### src/hdl/ulw_pkg.sv
// ----------------------------------------------------------------------------
// ulw_pkg
// Shared types, constants and decode helpers for the UTF-8 line wrapper.
// ----------------------------------------------------------------------------
package ulw_pkg;

  localparam int CFG_W     = 12;
  localparam int CFG_IDX_W = 2;
  localparam int LW_W      = 12;
  localparam int GS_W      = 8;
  localparam int LL_W      = 7;
  localparam int CP_W      = 21;

  localparam logic [CFG_IDX_W-1:0] CFG_LINE_WIDTH = 2'd0;
  localparam logic [CFG_IDX_W-1:0] CFG_GLYPH_SIZE = 2'd1;
  localparam logic [CFG_IDX_W-1:0] CFG_LINE_LIMIT = 2'd2;

  localparam logic [CP_W-1:0] CP_REPL      = 21'h00FFFD;
  localparam logic [CP_W-1:0] CP_LF        = 21'h00000A;
  localparam logic [CP_W-1:0] CP_CR        = 21'h00000D;
  localparam logic [CP_W-1:0] CP_ASCII_END = 21'h000080;

  localparam logic REC_LINE    = 1'b0;
  localparam logic REC_SUMMARY = 1'b1;

  typedef enum logic [2:0] {
    OP_NONE,
    OP_FLUSH,
    OP_STEP,
    OP_LOAD,
    OP_REPLAY,
    OP_FRESH,
    OP_FINAL,
    OP_SUMMARY
  } op_t;

  typedef struct packed {
    op_t        op;
    logic [1:0] idx;
  } cmd_t;

  typedef struct packed {
    logic       room;
    logic       need_replay;
    logic       in_last;
    logic       last_q;
    logic [1:0] pcount;
  } sts_t;

  typedef struct packed {
    logic        kind;
    logic [15:0] offset;
    logic [15:0] length;
    logic [15:0] consumed;
    logic [6:0]  count;
  } rec_t;

  function automatic logic [2:0] seq_len(input logic [7:0] lead);
    logic [2:0] n;
    if (!lead[7]) begin
      n = 3'd1;
    end else if (lead[7:5] == 3'b110) begin
      n = 3'd2;
    end else if (lead[7:4] == 4'b1110) begin
      n = 3'd3;
    end else if (lead[7:3] == 5'b11110) begin
      n = 3'd4;
    end else begin
      n = 3'd0;
    end
    return n;
  endfunction

  function automatic logic is_cont(input logic [7:0] b);
    return b[7:6] == 2'b10;
  endfunction

  // Punctuation that may not open a line and so may overhang once.
  function automatic logic no_line_start(input logic [CP_W-1:0] cp);
    logic hit;
    case (cp)
      21'h003002, 21'h00FF0C, 21'h003001, 21'h00FF1B, 21'h00FF1A,
      21'h00FF1F, 21'h00FF01, 21'h00300B, 21'h00300D, 21'h00300F,
      21'h00FF09, 21'h003011, 21'h003015, 21'h00FF5D, 21'h002026,
      21'h002014, 21'h00FF5E, 21'h0000B7, 21'h002019, 21'h00201D,
      21'h00002C, 21'h00002E, 21'h00003B, 21'h00003A, 21'h00003F,
      21'h000021, 21'h000029, 21'h00005D, 21'h00007D: begin
        hit = 1'b1;
      end
      default: begin
        hit = 1'b0;
      end
    endcase
    return hit;
  endfunction

endpackage

### src/hdl/ulw_if.sv
// ----------------------------------------------------------------------------
// ulw_if
// Valid/ready channels for text bytes in and line records out.
// ----------------------------------------------------------------------------
interface ulw_byte_if;
  logic       valid;
  logic       ready;
  logic [7:0] byte_value;
  logic       last_byte;

  modport source(output valid, byte_value, last_byte, input ready);
  modport sink(input valid, byte_value, last_byte, output ready);
endinterface

interface ulw_rec_if;
  logic        valid;
  logic        ready;
  logic        record_kind;
  logic [15:0] line_offset;
  logic [15:0] line_length;
  logic [15:0] bytes_consumed;
  logic [6:0]  line_count;
  logic        end_of_run;

  modport source(output valid, record_kind, line_offset, line_length, bytes_consumed,
                 line_count, end_of_run, input ready);
  modport sink(input valid, record_kind, line_offset, line_length, bytes_consumed,
               line_count, end_of_run, output ready);
endinterface

### src/hdl/utf8_line_wrapper_core.sv
// ----------------------------------------------------------------------------
// utf8_line_wrapper_core
// Decodes a UTF-8 text buffer one byte per request and breaks it greedily
// into lines at a pixel width. Well-formed bytes are taken one per cycle as
// long as records drain. A byte that breaks a pending multi-byte sequence
// takes a load step, a replay step for each of the N held bytes (1 to 3,
// replayed as U+FFFD) and a fresh decode step, because the single character
// fitting unit handles one character per cycle while the record stage has
// room. The last byte of a buffer adds a final line step and a summary step.
// Each step yields at most one record, which passes through a staging
// register and an output register, so input is taken while a record waits.
// ----------------------------------------------------------------------------
module utf8_line_wrapper_core #(
  parameter int OFFSET_BITS = 16,
  parameter int MAX_LINES   = 64
) (
  input  logic                          clk,
  input  logic                          rst,
  input  logic                          cfg_write,
  input  logic [ulw_pkg::CFG_IDX_W-1:0] cfg_index,
  input  logic [ulw_pkg::CFG_W-1:0]     cfg_data,
  ulw_byte_if.sink                      byte_in,
  ulw_rec_if.source                     rec_out
);

  ulw_pkg::cmd_t cmd;
  ulw_pkg::sts_t sts;
  logic          in_ready;

  assign byte_in.ready = in_ready;

  ulw_ctrl u_ctrl (
    .clk      (clk),
    .rst      (rst),
    .in_valid (byte_in.valid),
    .in_ready (in_ready),
    .cmd      (cmd),
    .sts      (sts)
  );

  ulw_datapath #(
    .OFFSET_BITS (OFFSET_BITS),
    .MAX_LINES   (MAX_LINES)
  ) u_datapath (
    .clk        (clk),
    .rst        (rst),
    .cfg_write  (cfg_write),
    .cfg_index  (cfg_index),
    .cfg_data   (cfg_data),
    .byte_value (byte_in.byte_value),
    .last_byte  (byte_in.last_byte),
    .cmd        (cmd),
    .sts        (sts),
    .rec_out    (rec_out)
  );

endmodule

### src/hdl/ulw_ctrl.sv
// ----------------------------------------------------------------------------
// ulw_ctrl
// Sequencer that walks each byte request through replay, decode, final line
// and summary steps, one step per cycle when the record stage has room.
// ----------------------------------------------------------------------------
module ulw_ctrl (
  input  logic          clk,
  input  logic          rst,
  input  logic          in_valid,
  output logic          in_ready,
  output ulw_pkg::cmd_t cmd,
  input  ulw_pkg::sts_t sts
);

  typedef enum logic [2:0] {
    S_IDLE,
    S_REPLAY,
    S_FRESH,
    S_FINAL,
    S_SUMMARY
  } state_t;

  state_t     state;
  state_t     state_next;
  logic [1:0] idx;
  logic [1:0] idx_next;

  always_comb begin
    cmd.op     = ulw_pkg::OP_NONE;
    cmd.idx    = idx;
    state_next = state;
    idx_next   = idx;
    in_ready   = 1'b0;
    case (state)
      S_IDLE: begin
        in_ready = sts.room;
        cmd.op   = ulw_pkg::OP_FLUSH;
        if (in_valid && sts.room) begin
          if (sts.need_replay) begin
            cmd.op     = ulw_pkg::OP_LOAD;
            state_next = S_REPLAY;
            idx_next   = 2'd0;
          end else begin
            cmd.op = ulw_pkg::OP_STEP;
            if (sts.in_last) begin
              state_next = S_FINAL;
            end
          end
        end
      end
      S_REPLAY: begin
        if (sts.room) begin
          cmd.op = ulw_pkg::OP_REPLAY;
          if (idx == sts.pcount - 2'd1) begin
            state_next = S_FRESH;
          end else begin
            idx_next = idx + 2'd1;
          end
        end
      end
      S_FRESH: begin
        if (sts.room) begin
          cmd.op     = ulw_pkg::OP_FRESH;
          state_next = sts.last_q ? S_FINAL : S_IDLE;
        end
      end
      S_FINAL: begin
        if (sts.room) begin
          cmd.op     = ulw_pkg::OP_FINAL;
          state_next = S_SUMMARY;
        end
      end
      S_SUMMARY: begin
        if (sts.room) begin
          cmd.op     = ulw_pkg::OP_SUMMARY;
          state_next = S_IDLE;
        end
      end
      default: begin
        state_next = S_IDLE;
      end
    endcase
  end

  always_ff @(posedge clk) begin
    if (rst) begin
      state <= S_IDLE;
      idx   <= 2'd0;
    end else begin
      state <= state_next;
      idx   <= idx_next;
    end
  end

  a_replay_has_bytes: assert property (@(posedge clk) disable iff (rst)
    (state == S_REPLAY) |-> (sts.pcount != 2'd0))
    else $error("replay step without pending bytes");

  a_replay_idx_range: assert property (@(posedge clk) disable iff (rst)
    (state == S_REPLAY) |-> (idx < sts.pcount))
    else $error("replay index beyond pending count");

  a_final_after_last: assert property (@(posedge clk) disable iff (rst)
    (state == S_FINAL) |-> sts.last_q)
    else $error("final line step without a last byte");

endmodule

### src/hdl/ulw_datapath.sv
// ----------------------------------------------------------------------------
// ulw_datapath
// UTF-8 decoder, line fitting unit, run state, configuration registers and
// the two-entry record stage (staging register and output register).
// ----------------------------------------------------------------------------
module ulw_datapath #(
  parameter int OFFSET_BITS = 16,
  parameter int MAX_LINES   = 64
) (
  input  logic                             clk,
  input  logic                             rst,
  input  logic                             cfg_write,
  input  logic [ulw_pkg::CFG_IDX_W-1:0]    cfg_index,
  input  logic [ulw_pkg::CFG_W-1:0]        cfg_data,
  input  logic [7:0]                       byte_value,
  input  logic                             last_byte,
  input  ulw_pkg::cmd_t                    cmd,
  output ulw_pkg::sts_t                    sts,
  ulw_rec_if.source                        rec_out
);

  localparam int LD_W  = $clog2(MAX_LINES + 1);
  localparam int CMP_W = (LD_W > ulw_pkg::LL_W) ? LD_W : ulw_pkg::LL_W;
  localparam int OB    = OFFSET_BITS;

  logic [ulw_pkg::LW_W-1:0] line_width;
  logic [ulw_pkg::GS_W-1:0] glyph_size;
  logic [ulw_pkg::LL_W-1:0] line_limit;

  logic [7:0]    pb [3];
  logic [1:0]    pcount;
  logic [1:0]    pcount_next;
  logic [OB-1:0] bpos;
  logic [OB-1:0] bpos_next;
  logic [OB-1:0] lsp;
  logic [OB-1:0] lsp_next;
  logic [OB-1:0] cons;
  logic [OB-1:0] cons_next;
  logic [OB-1:0] tcr;
  logic [OB-1:0] tcr_next;
  logic [12:0]   pix;
  logic [12:0]   pix_next;
  logic          ovh;
  logic          ovh_next;
  logic [LD_W-1:0] ld;
  logic [LD_W-1:0] ld_next;
  logic          halted;
  logic          halted_next;

  logic [7:0]    byte_q;
  logic          last_q;
  logic [OB-1:0] pos_q;
  logic          runok_q;

  ulw_pkg::rec_t hold;
  logic          hold_v;
  ulw_pkg::rec_t out_rec;
  logic          out_v;
  logic          out_eor;

  logic [CMP_W-1:0] eff_limit;
  logic             can_run;
  logic [LD_W-1:0]  ld_inc;
  logic             line_halts;
  logic             out_free;
  logic             room;
  logic             move;

  logic                    dec_en;
  logic [7:0]              dec_b;
  logic [OB-1:0]           dec_p;
  logic [1:0]              dec_pc;
  logic [2:0]              need_pend;
  logic [ulw_pkg::CP_W-1:0] asm_cp;
  logic                    pb_we;
  logic [1:0]              pb_idx;

  logic                    tc_en;
  logic [ulw_pkg::CP_W-1:0] tc_cp;
  logic [OB-1:0]           tc_cs;
  logic [2:0]              tc_nb;
  logic [7:0]              half_gs;
  logic [7:0]              w;
  logic                    overflow;
  logic                    brk;

  logic          pl_en;
  logic [OB-1:0] pl_end;
  logic          nl_en;
  logic [OB-1:0] nl_pos;
  logic          cont_en;
  logic [12:0]   cont_pix;
  logic [OB-1:0] cont_tcr;
  logic [OB-1:0] fin_pos;

  logic          rec_new;
  ulw_pkg::rec_t rec_d;

  assign eff_limit  = (CMP_W'(line_limit) < CMP_W'(MAX_LINES)) ?
                      CMP_W'(line_limit) : CMP_W'(MAX_LINES);
  assign can_run    = !halted && (line_width != '0) && (CMP_W'(ld) < eff_limit);
  assign ld_inc     = ld + LD_W'(1);
  assign line_halts = CMP_W'(ld_inc) >= eff_limit;
  assign out_free   = !out_v || rec_out.ready;
  assign room       = !hold_v || out_free;
  assign move       = hold_v && out_free && (cmd.op != ulw_pkg::OP_NONE);
  assign fin_pos    = bpos - OB'(pcount);

  assign sts.room        = room;
  assign sts.need_replay = can_run && (pcount != 2'd0) && !ulw_pkg::is_cont(byte_value);
  assign sts.in_last     = last_byte;
  assign sts.last_q      = last_q;
  assign sts.pcount      = pcount;

  assign need_pend = ulw_pkg::seq_len(pb[0]);
  assign half_gs   = glyph_size >> 1;

  always_comb begin
    case (need_pend)
      3'd2: asm_cp = {10'd0, pb[0][4:0], dec_b[5:0]};
      3'd3: asm_cp = {5'd0, pb[0][3:0], pb[1][5:0], dec_b[5:0]};
      default: asm_cp = {pb[0][2:0], pb[1][5:0], pb[2][5:0], dec_b[5:0]};
    endcase
  end

  always_comb begin
    if (glyph_size == '0) begin
      w = 8'd0;
    end else if (tc_cp < ulw_pkg::CP_ASCII_END) begin
      w = (half_gs == 8'd0) ? 8'd1 : half_gs;
    end else begin
      w = glyph_size;
    end
  end

  always_comb begin
    pcount_next = pcount;
    bpos_next   = bpos;
    lsp_next    = lsp;
    cons_next   = cons;
    tcr_next    = tcr;
    pix_next    = pix;
    ovh_next    = ovh;
    ld_next     = ld;
    halted_next = halted;
    dec_en      = 1'b0;
    dec_b       = byte_value;
    dec_p       = bpos;
    dec_pc      = pcount;
    pb_we       = 1'b0;
    pb_idx      = pcount;
    tc_en       = 1'b0;
    tc_cp       = ulw_pkg::CP_REPL;
    tc_cs       = bpos;
    tc_nb       = 3'd1;
    overflow    = 1'b0;
    brk         = 1'b0;
    pl_en       = 1'b0;
    pl_end      = bpos;
    nl_en       = 1'b0;
    nl_pos      = bpos;
    cont_en     = 1'b0;
    cont_pix    = pix;
    cont_tcr    = tcr;
    rec_new     = 1'b0;
    rec_d       = '0;

    case (cmd.op)
      ulw_pkg::OP_STEP: begin
        bpos_next = bpos + OB'(1);
        dec_en    = can_run;
      end
      ulw_pkg::OP_LOAD: begin
        bpos_next = bpos + OB'(1);
      end
      ulw_pkg::OP_REPLAY: begin
        tc_en = 1'b1;
        tc_cs = pos_q - OB'(pcount) + OB'(cmd.idx);
      end
      ulw_pkg::OP_FRESH: begin
        dec_en = runok_q;
        dec_b  = byte_q;
        dec_p  = pos_q;
        dec_pc = 2'd0;
        if (runok_q) begin
          pcount_next = 2'd0;
        end
      end
      default: begin
      end
    endcase

    if (dec_en) begin
      tc_cs = dec_p;
      if (dec_pc != 2'd0) begin
        if ({1'b0, dec_pc} + 3'd1 >= need_pend) begin
          tc_en       = 1'b1;
          tc_cp       = asm_cp;
          tc_cs       = dec_p + OB'(1) - OB'(need_pend);
          tc_nb       = need_pend;
          pcount_next = 2'd0;
        end else begin
          pb_we       = 1'b1;
          pb_idx      = dec_pc;
          pcount_next = dec_pc + 2'd1;
        end
      end else begin
        case (ulw_pkg::seq_len(dec_b))
          3'd1: begin
            tc_en = 1'b1;
            tc_cp = ulw_pkg::CP_W'(dec_b);
          end
          3'd0: begin
            tc_en = 1'b1;
            tc_cp = ulw_pkg::CP_REPL;
          end
          default: begin
            pb_we       = 1'b1;
            pb_idx      = 2'd0;
            pcount_next = 2'd1;
          end
        endcase
      end
    end

    if (tc_en && can_run) begin
      if (tc_cp == ulw_pkg::CP_LF) begin
        pl_en  = 1'b1;
        pl_end = tc_cs;
        nl_en  = 1'b1;
        nl_pos = tc_cs + OB'(tc_nb);
      end else begin
        overflow = ({1'b0, pix} + 14'(w) > 14'(line_width)) && (tc_cs != lsp);
        brk      = overflow && !(ulw_pkg::no_line_start(tc_cp) && !ovh);
        if (overflow && !brk) begin
          ovh_next = 1'b1;
        end
        if (brk) begin
          pl_en  = 1'b1;
          pl_end = tc_cs;
          nl_en  = 1'b1;
          nl_pos = tc_cs;
        end
        cont_en  = !(brk && line_halts);
        cont_pix = (brk ? 13'd0 : pix) + 13'(w);
        cont_tcr = (tc_cp == ulw_pkg::CP_CR) ? ((brk ? '0 : tcr) + OB'(1)) : '0;
      end
    end

    if (cmd.op == ulw_pkg::OP_FINAL && can_run && fin_pos != lsp) begin
      pl_en     = 1'b1;
      pl_end    = fin_pos;
      cons_next = fin_pos;
    end

    if (pl_en) begin
      rec_new        = 1'b1;
      rec_d.kind     = ulw_pkg::REC_LINE;
      rec_d.offset   = 16'(lsp);
      rec_d.length   = 16'(pl_end - lsp - tcr);
      ld_next        = ld_inc;
      halted_next    = line_halts;
    end
    if (nl_en) begin
      cons_next = nl_pos;
      lsp_next  = nl_pos;
      pix_next  = 13'd0;
      ovh_next  = 1'b0;
      tcr_next  = '0;
    end
    if (cont_en) begin
      pix_next = cont_pix;
      tcr_next = cont_tcr;
    end

    if (cmd.op == ulw_pkg::OP_SUMMARY) begin
      rec_new        = 1'b1;
      rec_d          = '0;
      rec_d.kind     = ulw_pkg::REC_SUMMARY;
      rec_d.consumed = 16'(cons);
      rec_d.count    = 7'(ld);
      pcount_next    = 2'd0;
      bpos_next      = '0;
      lsp_next       = '0;
      cons_next      = '0;
      tcr_next       = '0;
      pix_next       = 13'd0;
      ovh_next       = 1'b0;
      ld_next        = '0;
      halted_next    = 1'b0;
    end
  end

  always_ff @(posedge clk) begin
    if (rst) begin
      line_width <= 12'd240;
      glyph_size <= 8'd16;
      line_limit <= 7'd16;
      pcount     <= 2'd0;
      bpos       <= '0;
      lsp        <= '0;
      cons       <= '0;
      tcr        <= '0;
      pix        <= 13'd0;
      ovh        <= 1'b0;
      ld         <= '0;
      halted     <= 1'b0;
      last_q     <= 1'b0;
      runok_q    <= 1'b0;
      hold_v     <= 1'b0;
      out_v      <= 1'b0;
    end else begin
      if (cfg_write) begin
        case (cfg_index)
          ulw_pkg::CFG_LINE_WIDTH: line_width <= cfg_data[ulw_pkg::LW_W-1:0];
          ulw_pkg::CFG_GLYPH_SIZE: glyph_size <= cfg_data[ulw_pkg::GS_W-1:0];
          ulw_pkg::CFG_LINE_LIMIT: line_limit <= cfg_data[ulw_pkg::LL_W-1:0];
          default: begin
          end
        endcase
      end
      pcount <= pcount_next;
      bpos   <= bpos_next;
      lsp    <= lsp_next;
      cons   <= cons_next;
      tcr    <= tcr_next;
      pix    <= pix_next;
      ovh    <= ovh_next;
      ld     <= ld_next;
      halted <= halted_next;
      if (cmd.op == ulw_pkg::OP_STEP || cmd.op == ulw_pkg::OP_LOAD) begin
        last_q  <= last_byte;
        runok_q <= can_run;
      end
      if (rec_new) begin
        hold_v <= 1'b1;
      end else if (move) begin
        hold_v <= 1'b0;
      end
      if (move) begin
        out_v <= 1'b1;
      end else if (rec_out.ready) begin
        out_v <= 1'b0;
      end
    end
  end

  always_ff @(posedge clk) begin
    if (pb_we) begin
      pb[pb_idx] <= dec_b;
    end
    if (cmd.op == ulw_pkg::OP_STEP || cmd.op == ulw_pkg::OP_LOAD) begin
      byte_q <= byte_value;
      pos_q  <= bpos;
    end
    if (rec_new) begin
      hold <= rec_d;
    end
    if (move) begin
      out_rec <= hold;
      out_eor <= (cmd.op == ulw_pkg::OP_FLUSH) || (cmd.op == ulw_pkg::OP_STEP) ||
                 (cmd.op == ulw_pkg::OP_LOAD);
    end
  end

  assign rec_out.valid          = out_v;
  assign rec_out.record_kind    = out_rec.kind;
  assign rec_out.line_offset    = out_rec.offset;
  assign rec_out.line_length    = out_rec.length;
  assign rec_out.bytes_consumed = out_rec.consumed;
  assign rec_out.line_count     = out_rec.count;
  assign rec_out.end_of_run     = out_eor;

  a_hold_not_lost: assert property (@(posedge clk) disable iff (rst)
    (rec_new && hold_v) |-> out_free)
    else $error("staged record overwritten before it moved out");

  a_summary_clears_run: assert property (@(posedge clk) disable iff (rst)
    (cmd.op == ulw_pkg::OP_SUMMARY) |=> (bpos == '0 && ld == '0 && !halted))
    else $error("run state not cleared after summary");

  a_halt_needs_line: assert property (@(posedge clk) disable iff (rst)
    halted |-> (ld != '0))
    else $error("halted with no line emitted");

endmodule

### src/flat_wrapper.sv
// flat-port wrapper written by rule: the top's interface ports become plain ports
module utf8_line_wrapper_core_flat 
#(
  parameter int OFFSET_BITS = 16,
  parameter int MAX_LINES   = 64
)
  (clk, rst, cfg_write, cfg_index, cfg_data, byte_in_valid, byte_in_byte_value, byte_in_last_byte, byte_in_ready, rec_out_valid, rec_out_record_kind, rec_out_line_offset, rec_out_line_length, rec_out_bytes_consumed, rec_out_line_count, rec_out_end_of_run, rec_out_ready);
  ulw_byte_if byte_in_i ();
  ulw_rec_if rec_out_i ();
  input  logic clk;
  input  logic rst;
  input  logic cfg_write;
  input  logic [ulw_pkg::CFG_IDX_W-1:0] cfg_index;
  input  logic [ulw_pkg::CFG_W-1:0] cfg_data;
  input wire logic [$bits(byte_in_i.valid)-1:0] byte_in_valid;
  input wire logic [$bits(byte_in_i.byte_value)-1:0] byte_in_byte_value;
  input wire logic [$bits(byte_in_i.last_byte)-1:0] byte_in_last_byte;
  output wire logic [$bits(byte_in_i.ready)-1:0] byte_in_ready;
  output wire logic [$bits(rec_out_i.valid)-1:0] rec_out_valid;
  output wire logic [$bits(rec_out_i.record_kind)-1:0] rec_out_record_kind;
  output wire logic [$bits(rec_out_i.line_offset)-1:0] rec_out_line_offset;
  output wire logic [$bits(rec_out_i.line_length)-1:0] rec_out_line_length;
  output wire logic [$bits(rec_out_i.bytes_consumed)-1:0] rec_out_bytes_consumed;
  output wire logic [$bits(rec_out_i.line_count)-1:0] rec_out_line_count;
  output wire logic [$bits(rec_out_i.end_of_run)-1:0] rec_out_end_of_run;
  input wire logic [$bits(rec_out_i.ready)-1:0] rec_out_ready;
  assign byte_in_i.valid = byte_in_valid;
  assign byte_in_i.byte_value = byte_in_byte_value;
  assign byte_in_i.last_byte = byte_in_last_byte;
  assign byte_in_ready = byte_in_i.ready;
  assign rec_out_valid = rec_out_i.valid;
  assign rec_out_record_kind = rec_out_i.record_kind;
  assign rec_out_line_offset = rec_out_i.line_offset;
  assign rec_out_line_length = rec_out_i.line_length;
  assign rec_out_bytes_consumed = rec_out_i.bytes_consumed;
  assign rec_out_line_count = rec_out_i.line_count;
  assign rec_out_end_of_run = rec_out_i.end_of_run;
  assign rec_out_i.ready = rec_out_ready;
  utf8_line_wrapper_core #(.OFFSET_BITS(OFFSET_BITS), .MAX_LINES(MAX_LINES)) u_core (.clk(clk), .rst(rst), .cfg_write(cfg_write), .cfg_index(cfg_index), .cfg_data(cfg_data), .byte_in(byte_in_i), .rec_out(rec_out_i));
endmodule
### config.mk
export PLATFORM = sky130hd
export DESIGN_NAME = utf8_line_wrapper_core_flat
export DESIGN_NICKNAME = d
export VERILOG_FILES = /design/src/hdl/ulw_pkg.sv /design/src/hdl/ulw_if.sv /design/src/hdl/utf8_line_wrapper_core.sv /design/src/hdl/ulw_ctrl.sv /design/src/hdl/ulw_datapath.sv /design/src/flat_wrapper.sv
export SDC_FILE = /design/constraint.sdc
export NUM_CORES = 1
export LEC_CHECK = 0
export BUFFER_PORTS_ARGS = -buffer_cell sky130_fd_sc_hd__buf_4
export CORE_ASPECT_RATIO = 1.25
export CORE_MARGIN = 3
export CORE_UTILIZATION = 40
export CTS_BUF_LIST = sky130_fd_sc_hd__clkbuf_4 sky130_fd_sc_hd__clkbuf_8
export DETAILED_ROUTE_END_ITERATION = 10
export GPL_ROUTABILITY_DRIVEN = 0
export PLACE_DENSITY = 0.52
export SLEW_MARGIN = 20
export SYNTH_ARGS = -nofsm -noshare
export SYNTH_HDL_FRONTEND = slang
export SYNTH_HIERARCHICAL = 1
export SYNTH_SLANG_ARGS = --single-unit
### constraint.sdc
create_clock -name clk -period 39.9 [get_ports clk]
set_clock_uncertainty 0.05 [all_clocks]
set_input_delay 1.995 -clock clk [delete_from_list [all_inputs] [get_ports clk]]
set_output_delay 1.995 -clock clk [all_outputs]
set_load 0.02 [all_outputs]
==> metrics.txt <==
WL per Instance=19.7 um; antenna violations before repair=1; CTS H-tree depth=2; total CTS buffers=48; RSZ-0062 raised after global routing=false; setup bufs post-CTS=0; met3 WL post-DR=2390 um; Critical Path End Type=register; run status=complete, no violations; Post-DP Area=0.0198 mm2; post-CTS sizing=0; drt pass-1 iters=5; core area=0.0462 mm2; GRT Residual Overflow=0; design area=0.0209 mm2; Synth Net Count=2245; CTS Buffer Depth=3; port bufs=86; Mean Syn Cell Area=8.94 um2; Pint=800 uW; Cell Rows=88; Routed WL=54500 um; global-route wire length before repair=85600 um; Die X=199 um; routed vias/inst=5.66; crit path time final=15410 ps; Die Area=0.0494 mm2; Rel. slew slack=28.1%; final slew viol count=0; Yosys reg bits=281; sw frac=42.6%; post-synthesis instance total=2094; cts hold-fix bufs=0; Worst setup SP type=register; crit path DAT=15720 ps; type of the worst setup path=reg -> reg; Max-cap violations=0; DRT iter0 DRCs=1167; clock group share of total power=21.1%; cell with the most instances on the worst path=a21o_1; DR WL met2=27500 um; Critical Path RT=40210 ps; final hold viol count=0; pin count of the biggest net entering global routing=58; Yosys top cell area share=25.2%; Yosys warning total=6; post-route DRC violation count=0; layout net count=2291; CP peak stage delay=920 ps; Worst Hold Class=reg -> reg; Max IR drop VDD=39.1 uV; Fillers=4596; later-pin clock latency in the skew report=640 ps; reg2reg path depth=64; layout cells sized above 1=11.4%; clock root cell=clkbuf_8; Crit Path Max Fanout=50; Via Count=15600; Util after Layout=45.2%; synth unique cells=94; Area growth, synth to finish=11.8%; Post-synth EDFFs=157; Hold Slack=363 ps; CTS tree=yes; Synth area leader=edfxtp_1; Hold Crit Depth=0; Logic pwr share=49.5%; final period utilization=38.6%; register area share after synthesis=38.5%; Syn Std Cell Area=0.0187 mm2; starting density of the core=40.5%; Synth top cells by count=196 x nor2_1, 186 x nand2_1, 157 x edfxtp_1, 148 x a21oi_1, 136 x inv_1; Synth area leaders=edfxtp_1 25%, dfxtp_1 13%, ha_1 6.8%; count leader, synth=nor2_1; Die Y=248 um; worst-margin pin slew=1070 ps; Ports=87; Sink Count=281; global-route usage over all layers=22.0%; CP max-delay cell=nor3_1; fmax=0.0649 GHz; Power Density=66.6 mW/mm2; sequential share of power=29.4%; Reg clk slew, reported paths=70 ps; Antenna Violating Nets Remaining=0; Top FF cell, synth=edfxtp_1; WL met1=22400 um; Post-DP HPWL=40200 um; switching power=593 uW; Leak Pwr=0.00805 uW; Async SR Flop Fraction=0%; setup TNS=0 ps; Top Layer Used=met4; vias in the first global route=15400; setup violators final=0
==> cell families (layout without fill, tap and decap cells) <==
| logic type | count (synthesis) | after routing | synth area share, % |
|---|---|---|---|
| and+or+nand+nor | 725 | 725 | 19.4 |
| AOI/OAI and AO/OA | 527 | 527 | 18.4 |
| DFF | 281 | 281 | 38.5 |
| buffers and inverters | 251 | 335 | 5.29 |
| adders and majority gates | 124 | 124 | 9.16 |
| xor gates and xnor gates | 114 | 114 | 5.38 |
| muxes | 72 | 72 | 3.94 |
| other | 0 | 1 | 0 |
==> routing by layer <==
metal / GRT usage, % / vias up
met4: 8.99 / 0
li1: - / 7667
met5: 0 / -
met1: 26.2 / 7461
met2: 39.5 / 403
met3: 3.29 / 118
==> final timing paths <==
path / from / slack (ps) / endpoint
worst max-delay path: u_core/u_datapath/line_limit[6]$_SDFFE_PP0P_ / 24490 / u_core/u_datapath/hold[37]$_SDFFCE_PP0P_
worst min-delay path: u_core/u_datapath/hold[4]$_SDFFCE_PN0P_ / 360 / u_core/u_datapath/rec_out.line_count[4]$_DFFE_PP_
worst max register to register: u_core/u_datapath/line_limit[6]$_SDFFE_PP0P_ / 24490 / u_core/u_datapath/hold[37]$_SDFFCE_PP0P_
worst min register to register: u_core/u_datapath/hold[4]$_SDFFCE_PN0P_ / 360 / u_core/u_datapath/rec_out.line_count[4]$_DFFE_PP_
==> sequential cells by signal (all words and copies together) (netlist names), 2 cells and up <==
register / cells
u_core/u_datapath/pos_q: 16
u_core/u_datapath/pb: 20
u_core/u_datapath/hold: 56
u_core/u_datapath/line_limit: 7
u_core/u_datapath/glyph_size: 8
u_core/u_datapath/pix: 13
u_core/u_datapath/cons: 16
u_core/u_datapath/pcount: 2
u_core/u_datapath/tcr: 16
u_core/u_datapath/lsp: 16
u_core/u_datapath/rec_out.bytes_consumed: 16
u_core/u_datapath/line_width: 12
u_core/u_datapath/bpos: 16
u_core/u_datapath/rec_out.line_count: 7
u_core/u_ctrl/idx: 2
u_core/u_datapath/byte_q: 8
u_core/u_datapath/ld: 7
u_core/u_datapath/rec_out.line_length: 16
u_core/u_datapath/rec_out.line_offset: 16
u_core/u_ctrl/state: 3
==> worst max-delay path: cells and delay by family (launching register included) <==
family	cells	cell delay, ps
compound gates	32	6260
xor+xnor	2	300
fa+ha+maj	7	2250
buf+inv	7	1240
flops	1	320
mux	1	450
simple gates	15	4210
==> metrics by stage <==
stage                     cells  power, uW  worst slack (ps)
after floorplan            2094        907             26690
after global placement     2675       1090             24450
after detailed placement   2675       1100             24150
after CTS                  2763       1400             24540
after global routing       2764       1490             23000
final                      2764       1390             24490
==> layout by cell type (no fill, tap or decap), types with 53 or more instances in the layout <==
| cell type | synthesis | final |
|---|---|---|
| nor2_1 | 196 | 194 |
| nand2_1 | 186 | 185 |
| edfxtp_1 | 157 | 157 |
| a21oi_1 | 148 | 148 |
| inv_1 | 136 | 136 |
| dfxtp_1 | 124 | 124 |
| o21ai_0 | 122 | 121 |
| buf_4 | 4 | 109 |
| ha_1 | 101 | 101 |
| xnor2_1 | 73 | 73 |
| nor3_1 | 61 | 61 |
| mux2i_1 | 59 | 59 |
| clkbuf_8 | 0 | 53 |
| nand3_1 | 53 | 53 |
==> power groups by stage <==
stage                     Sequential (uW)  Clock, uW  Combinational, uW
after floorplan                       424          0                482
after global placement                416          0                677
after detailed placement              416          0                683
after CTS                             411        303                687
after global routing                  416        316                761
final                                 410        294                689
==> cell type report <==
type	instances	area [um2]	area share [%]
clock inverters	19	223	1.06
clock buffers	69	850	4.06
diodes	1	2.50	0.0120
repair buffers	109	818	3.91
multi-input cells	1562	10600	50.6
flip-flops and latches	281	7200	34.4
well taps	585	732	3.50
inverters	138	518	2.48
No activity file was read; power rests on OpenSTA's default activity.
